`src/rtl/core/scpdo_pkg.sv`:
```
package scpdo_pkg;

  // Packed widths of the stream payloads
  localparam int IN_TDATA_W  = 88;
  localparam int OUT_TDATA_W = 32;

  // Field widths
  localparam int VOICE_W = 4;
  localparam int INC_W   = 25;
  localparam int EXT_W   = 24;
  localparam int Q16_W   = 17;
  localparam int WARP_W  = 25;

  // 1.0 in Q1.16
  localparam logic [Q16_W-1:0] Q16_ONE = 17'd65536;

  // Item sequencer
  typedef enum logic [2:0] {
    ST_IDLE,
    ST_READ,
    ST_MUL1,
    ST_MUL2,
    ST_SETUP,
    ST_DECIDE,
    ST_DIV,
    ST_DONE
  } state_t;

endpackage

```
`src/rtl/core/scpdo_ram.sv`:
```
module scpdo_ram #(
  parameter int WIDTH = 24,
  parameter int DEPTH = 16,
  localparam int AW = (DEPTH > 1) ? $clog2(DEPTH) : 1
) (
  input  logic             clk,
  input  logic             we,
  input  logic [AW-1:0]    waddr,
  input  logic [WIDTH-1:0] wdata,
  input  logic             re,
  input  logic [AW-1:0]    raddr,
  output logic [WIDTH-1:0] rdata
);

  logic [WIDTH-1:0] mem [DEPTH];

  // Write port
  always_ff @(posedge clk) begin
    if (we) begin
      mem[waddr] <= wdata;
    end
  end

  // Registered read port
  always_ff @(posedge clk) begin
    if (re) begin
      rdata <= mem[raddr];
    end
  end

endmodule

```
`src/rtl/core/skew_clip_phase_distortion_osc_core.sv`:
```
// Skew/clip phase-distortion oscillator, one stored phase per voice.
//
// Input stream (s_*): one transfer carries voice, signed phase increment,
// external phase, skew and clip. The selected voice's phase is advanced by
// the increment (wrapping modulo 1) or, in external mode, replaced by the
// external phase, then warped piecewise-linearly by skew and clip.
// Output stream (m_*): one transfer per input item with the voice and the
// warped phase in Q1.PHASE_BITS.
// Configuration: cfg_we writes cfg_wdata into the external-mode bit; write
// it only while no item is in flight.
// Sequence: an accepted item passes the READ, MUL1, MUL2, SETUP and DECIDE
// states, then, when the warp divides, the bit-serial restoring divider,
// one quotient bit per cycle; a warp on a flat segment skips the divide.
// A new input is taken only once the previous result has entered the output
// register.
// The output register parts the two sides: a new item is taken while a
// result waits. If the receiver stalls, the next finished result holds in
// the sequencer and s_tready stays low until the output register frees.
// Reset clears the sequencer, the output valid, the mode bit and the voice
// valid bits, so every stored phase reads as zero until first written.
module skew_clip_phase_distortion_osc_core #(
  parameter int VOICES     = 16,
  parameter int PHASE_BITS = 24
) (
  input  logic                              clk,
  input  logic                              rst,
  // cfg_wdata: external_phase_mode
  input  logic                              cfg_we,
  input  logic                              cfg_wdata,
  input  logic                              s_tvalid,
  output logic                              s_tready,
  // s_tdata, lowest bit up: voice[3:0], phase_increment[28:4],
  // external_phase[52:29], skew[69:53], clip[86:70], zero pad[87]
  input  logic [scpdo_pkg::IN_TDATA_W-1:0]  s_tdata,
  output logic                              m_tvalid,
  input  logic                              m_tready,
  // m_tdata, lowest bit up: voice_out[3:0], warped_phase[28:4], zero pad[31:29]
  output logic [scpdo_pkg::OUT_TDATA_W-1:0] m_tdata
);

  import scpdo_pkg::*;

  localparam int VW = (VOICES > 1) ? $clog2(VOICES) : 1;
  localparam int QW = PHASE_BITS - 1;
  localparam int CW = $clog2(PHASE_BITS);
  localparam int IW = (PHASE_BITS > INC_W) ? PHASE_BITS : INC_W;

  // Voice index reduced modulo VOICES, one entry per 4-bit code
  function automatic logic [16*VW-1:0] build_voice_map();
    logic [16*VW-1:0] m;
    m = '0;
    for (int i = 0; i < 16; i++) begin
      m[i*VW +: VW] = VW'(i % VOICES);
    end
    return m;
  endfunction

  localparam logic [16*VW-1:0] VOICE_MAP = build_voice_map();

  state_t state, state_next;

  logic                    mode;
  logic [VOICES-1:0]       valid;
  logic [VW-1:0]           voice_reg;
  logic signed [INC_W-1:0] inc_reg;
  logic [EXT_W-1:0]        ext_reg;
  logic [Q16_W-1:0]        skew_reg;
  logic [Q16_W-1:0]        oclip_reg;
  logic [PHASE_BITS-1:0]   phase;
  logic [32:0]             ct1;
  logic [32:0]             span2;
  logic [32:0]             ct2;
  logic                    lo;
  logic [32:0]             rem;
  logic [32:0]             den;
  logic [QW-1:0]           quo;
  logic [1:0]              top;
  logic [CW-1:0]           cnt;
  logic [VOICE_W-1:0]      out_voice;
  logic [WARP_W-1:0]       out_warp;

  logic                    accept;
  logic                    ram_re;
  logic                    ram_we;
  logic                    load_out;
  logic [VW-1:0]           rd_addr;
  logic [PHASE_BITS-1:0]   rd_data;
  logic [PHASE_BITS-1:0]   stored;
  logic signed [IW-1:0]    inc_w;
  logic [PHASE_BITS-1:0]   phase_next;

  logic [VOICE_W-1:0]      in_voice;
  logic [INC_W-1:0]        in_inc;
  logic [EXT_W-1:0]        in_ext;
  logic [Q16_W-1:0]        in_skew;
  logic [Q16_W-1:0]        in_clip;
  logic [Q16_W-1:0]        sat_skew;
  logic [Q16_W-1:0]        sat_clip;

  logic [Q16_W-1:0]        mul_a;
  logic [33:0]             prod;
  logic [31:0]             ph;
  logic [32:0]             sk;
  logic [32:0]             limit;
  logic [33:0]             trial;
  logic [33:0]             diff;
  logic                    ge;

  // Unpack the input transfer
  assign in_voice = s_tdata[3:0];
  assign in_inc   = s_tdata[28:4];
  assign in_ext   = s_tdata[52:29];
  assign in_skew  = s_tdata[69:53];
  assign in_clip  = s_tdata[86:70];
  assign sat_skew = (in_skew > Q16_ONE) ? Q16_ONE : in_skew;
  assign sat_clip = (in_clip > Q16_ONE) ? Q16_ONE : in_clip;
  assign rd_addr  = VOICE_MAP[in_voice*VW +: VW];

  assign accept = s_tvalid && s_tready;

  // Phase store
  scpdo_ram #(
    .WIDTH (PHASE_BITS),
    .DEPTH (VOICES)
  ) u_phase_ram (
    .clk   (clk),
    .we    (ram_we),
    .waddr (voice_reg),
    .wdata (phase_next),
    .re    (ram_re),
    .raddr (rd_addr),
    .rdata (rd_data)
  );

  // New phase: external value or wrapped accumulation
  assign stored     = valid[voice_reg] ? rd_data : '0;
  assign inc_w      = IW'(inc_reg);
  assign phase_next = mode ? PHASE_BITS'(ext_reg) : PHASE_BITS'(stored + PHASE_BITS'(inc_w));

  // Shared multiplier for ct1 and the upper span
  assign mul_a = (state == ST_MUL1) ? skew_reg : (Q16_ONE - skew_reg);
  assign prod  = 34'(mul_a) * 34'(oclip_reg);

  // Phase in Q0.32 and skew in Q1.32
  assign ph    = 32'(phase) << (32 - PHASE_BITS);
  assign sk    = {skew_reg, 16'd0};
  assign limit = lo ? ct1 : ct2;

  // One restoring divide step
  assign trial = {rem, 1'b0};
  assign diff  = trial - {1'b0, den};
  assign ge    = (trial >= {1'b0, den});

  // Next state
  always_comb begin
    state_next = state;
    case (state)
      ST_IDLE:   if (accept) state_next = ST_READ;
      ST_READ:   state_next = ST_MUL1;
      ST_MUL1:   state_next = ST_MUL2;
      ST_MUL2:   state_next = ST_SETUP;
      ST_SETUP:  state_next = ST_DECIDE;
      ST_DECIDE: state_next = ({1'b0, ph} < limit) ? ST_DIV : ST_DONE;
      ST_DIV:    if (cnt == CW'(QW - 1)) state_next = ST_DONE;
      ST_DONE:   if (load_out) state_next = ST_IDLE;
      default:   state_next = ST_IDLE;
    endcase
  end

  // Sequencer outputs
  always_comb begin
    s_tready = 1'b0;
    ram_re   = 1'b0;
    ram_we   = 1'b0;
    load_out = 1'b0;
    case (state)
      ST_IDLE: begin
        s_tready = 1'b1;
        ram_re   = s_tvalid;
      end
      ST_READ: ram_we   = 1'b1;
      ST_DONE: load_out = !m_tvalid || m_tready;
      default: ;
    endcase
  end

  // Control registers
  always_ff @(posedge clk) begin
    if (rst) begin
      state    <= ST_IDLE;
      mode     <= 1'b0;
      valid    <= '0;
      m_tvalid <= 1'b0;
    end else begin
      state <= state_next;
      if (cfg_we) begin
        mode <= cfg_wdata;
      end
      if (ram_we) begin
        valid[voice_reg] <= 1'b1;
      end
      if (load_out) begin
        m_tvalid <= 1'b1;
      end else if (m_tready) begin
        m_tvalid <= 1'b0;
      end
    end
  end

  // Datapath registers
  always_ff @(posedge clk) begin
    if (accept) begin
      voice_reg <= rd_addr;
      inc_reg   <= in_inc;
      ext_reg   <= in_ext;
      skew_reg  <= sat_skew;
      oclip_reg <= Q16_ONE - sat_clip;
    end
    case (state)
      ST_READ: phase <= phase_next;
      ST_MUL1: ct1   <= 33'(prod);
      ST_MUL2: span2 <= 33'(prod);
      ST_SETUP: begin
        lo  <= ({1'b0, ph} < sk);
        ct2 <= 33'(34'(sk) + 34'(span2));
      end
      ST_DECIDE: begin
        // Pick the segment; flat segments skip the divide
        quo <= '0;
        cnt <= '0;
        if (lo) begin
          rem <= {1'b0, ph};
          den <= ct1;
          top <= ({1'b0, ph} < ct1) ? 2'b00 : 2'b01;
        end else begin
          rem <= {1'b0, ph} - sk;
          den <= span2;
          top <= ({1'b0, ph} < ct2) ? 2'b01 : 2'b10;
        end
      end
      ST_DIV: begin
        // Shift in one quotient bit
        rem <= ge ? 33'(diff) : 33'(trial);
        quo <= {quo[QW-2:0], ge};
        cnt <= cnt + 1'b1;
      end
      default: ;
    endcase
    if (load_out) begin
      out_voice <= VOICE_W'(voice_reg);
      out_warp  <= WARP_W'({top, quo});
    end
  end

  assign m_tdata = {3'b000, out_warp, out_voice};

  // Checks
  a_accept_reads: assert property (@(posedge clk) disable iff (rst)
    accept |=> state == ST_READ)
    else $error("accepted item did not start the phase read");

  a_rem_below_den: assert property (@(posedge clk) disable iff (rst)
    state == ST_DIV |-> rem < den)
    else $error("divider remainder reached the divisor");

  a_voice_marked: assert property (@(posedge clk) disable iff (rst)
    state == ST_READ |=> valid[voice_reg])
    else $error("written voice not marked valid");

  a_result_loaded: assert property (@(posedge clk) disable iff (rst)
    load_out |=> m_tvalid && state == ST_IDLE)
    else $error("result load did not raise m_tvalid");

endmodule

```
`config.mk`:
```
export PLATFORM = sky130hd
export DESIGN_NAME = skew_clip_phase_distortion_osc_core
export DESIGN_NICKNAME = d
export VERILOG_FILES = /design/src/rtl/core/scpdo_pkg.sv /design/src/rtl/core/scpdo_ram.sv /design/src/rtl/core/skew_clip_phase_distortion_osc_core.sv
export SDC_FILE = /design/constraint.sdc
export NUM_CORES = 2
export LEC_CHECK = 0
export BUFFER_PORTS_ARGS = -buffer_cell sky130_fd_sc_hd__buf_4
export CAP_MARGIN = 20
export CORE_MARGIN = 2
export CORE_UTILIZATION = 64
export DETAILED_ROUTE_END_ITERATION = 6
export HOLD_SLACK_MARGIN = 0.02
export PLACE_DENSITY_LB_ADDON = 0.12
export SYNTH_ARGS = -nofsm -noshare
export SYNTH_HDL_FRONTEND = slang
export SYNTH_SLANG_ARGS = --single-unit
```
`constraint.sdc`:
```
create_clock -name clk -period 9.7 [get_ports clk]
set_input_delay 2.425 -clock clk [delete_from_list [all_inputs] [get_ports clk]]
set_output_delay 2.425 -clock clk [all_outputs]
set_load 0.05 [all_outputs]
```
==> impl_metrics.ini <==
[run_status]
outcome = completed

[routing]
drtIter0Drc = 3040
num_vias = 27835
postRouteAntennaNets = 0
viasPerCell = 6.08
drc = 0
wl_per_cell_um = 23.3
drt_wl_total_um = 107000
dr.pass1.iters = 6

[global_route]
grt.total_usage_pct = 30.5
grt_max_degree = 65
overflow = 0
grt_antenna_before_repair = 3
grt_pass1_vias = 28595
grt_pass1_wl_um = 164000

[setup_path]
r2r_end = ct1[31]$_DFFE_PP_
worst-path-buf-inv = 6
path_delay_family = adder cells
max_stage_delay_ns = 0.92
crit_fanout = 12
r2r_slack_ns = 0.82
worstSetupEndpoint = ct1[31]$_DFFE_PP_
crit_start = state[0]$_SDFFE_PP0P_
critPathArrivalTime_ns = 9.29
crit_path_top_delay_cell = xnor2_1
cpMostUsedCell = fa_1
crit_cells = 27
endpoint_kind = register
crit_required_ns = 10.11
setup.worst_path.start_class = register
reg2reg_from = state[0]$_SDFFE_PP0P_
reg2regPathDepth = 27
critPathKind = register to register

[floorplan]
die_h_um = 267
coreArea_mm2 = 0.0686
row_count = 96
fp.dieW_um = 267
pin_count = 128
start_util_pct = 64.7
die-area_mm2 = 0.0715

[sta]
finalHoldViolations = 0
tightest_slew_ns = 1.16
slew_violations = 0
min_period_ns = 8.88
finalCritPeriodShare_pct = 91.5
clock_skew_ns = 0.0531
setup_tns_ns = 0
rsz0062_at_grt = no
finalSetupViolCount = 0
relSlewSlack_pct = 22.3
timing.fmax_ghz = 0.113

[yosys]
syn_inst = 3418
seq_area_frac_synth_pct = 51.2
synth_top_cell_by_area = edfxtp_1
ys_warn_count = 0
syn_area_per_cell_um2 = 13.0
netlist_area_mm2 = 0.0444
synth_cell_types = 74
synthTopCellsByArea = edfxtp_1 50%, fa_1 10%, ha_1 7.6%
async_flop_share_pct = 0
synth.top_cell.area_share_pct = 50.3
ys_ff_latch = 764
synth_edf_count = 743
ys.flop_type = edfxtp_1

[hold_path]
hp-class = register to register
min_from = span2[7]$_DFFE_PN_

[place]
post-place-cells = 4422
dp_hpwl_um = 75000
gp_congestion = 0.921
port_buffers = 122

[run]
max_cap_violations = 0

[clock_network]
cts_tree = yes
clock_latency_ns = 0.65
cts_root_buf = clkbuf_16
post_cts_resized = 0
cts.clk_slew.worst_paths_ns = 0.06
clock_sinks = 764
cts_buffers = 79
htree_levels = 3
holdBufCountCts = 0
cts_max_path_buffers = 3
post_cts_buffers = 0

[finish]
drive_gt1_share_pct = 14.1
fillers = 4491
largest_reg_flops = 384
fin_nets = 4170
area_growth_pct = 11.1
final_cells = 4576
regMostFlops = u_phase_ram.mem
## cells in the final DEF, fill, tap and decap left out, types with 47 or more instances in the layout
| master | synthesis | routed |
|---|---|---|
| o21ai_0 | 91 | 70 |
| xnor2_1 | 82 | 81 |
| and2_1 | 202 | 200 |
| nor2_1 | 177 | 161 |
| edfxtp_1 | 743 | 743 |
| buf_4 | 5 | 189 |
| mux4_2 | 125 | 125 |
| nand2_1 | 244 | 244 |
| a21oi_1 | 131 | 131 |
| inv_1 | 435 | 435 |
| o21ai_1 | 27 | 47 |
| fa_1 | 227 | 227 |
| ha_1 | 268 | 268 |
| clkbuf_16 | 0 | 79 |
## Yosys cell counts, drive strengths merged (19+ instances only)
cell,number
a211oi,25
a21o,41
a21oi,132
and2,202
buf,20
clkbuf,93
dfxtp,21
edfxtp,743
fa,227
ha,268
inv,435
mux2,35
mux2i,33
mux4,125
nand2,244
nand2b,30
nand3,33
nand4,19
nor2,177
nor2b,43
nor3,26
o21a,25
o21ai,118
xnor2,82
xor2,44
## final cells by class
class	instances	area [um2]	share of cell area, %
repair buffers	193	1470	2.98
inverters	435	1630	3.31
multi-input cells	2108	19700	39.9
clock buffers	99	2100	4.26
clock inverters	45	518	1.05
well taps	931	1160	2.36
diodes	1	2.50	0.00508
flip-flops and latches	764	22700	46.1
## routing by layer
metal | part of all wire, % | global-route usage (%)
met1 | 42 | 43.7
met2 | 48 | 48.9
met3 | 8.2 | 4.85
met4 | 2.6 | 9.25
met5 | 0 | 0
## through the flow
stage / cell area (um2) / worst slack [ns] / util (%) / hold WS (ns)
floorplan: 44400 / 1.80 / - / 0.400
global placement: 46600 / 1.17 / 67.9 / 0.403
detailed placement: 46600 / 0.955 / 67.9 / 0.412
CTS: 49200 / 0.898 / 71.7 / 0.400
global route: 49300 / 0.476 / 71.9 / 0.413
finish: 49300 / 0.823 / 71.9 / 0.403
## worst register-to-register path: cells and delay by family (launching register included)
family	cells	cell delay, ns
AOI/OAI and AO/OA	6	1.28
xor gates and xnor gates	2	1.14
adders and majority gates	7	3.34
and+or+nand+nor	6	1.47
buffers and inverters	6	0.96
DFF	1	0.43
## cell families after synthesis
logic type,synth area share [%]
adders and majority gates,17.8
xor gates and xnor gates,2.49
other,0.00845
AOI/OAI and AO/OA,6.47
muxes,7.98
buffers and inverters,4.70
and+or+nand+nor,9.34
DFF,51.2
## worst min-delay path by stage
stage                     depth (start not counted)                     end
final                                             0        ct2[7]$_DFFE_PP_
after global routing                              0        ct2[7]$_DFFE_PP_
after CTS                                         0        ct2[7]$_DFFE_PP_
after detailed placement                          0  out_warp[23]$_DFFE_PP_
after global placement                            0  out_warp[24]$_DFFE_PP_
after floorplan                                   0  out_warp[22]$_DFFE_PP_
Power is left out: the tool's default activity adds up to more than one toggle a clock period on the data nets, which glitch-free logic cannot reach.
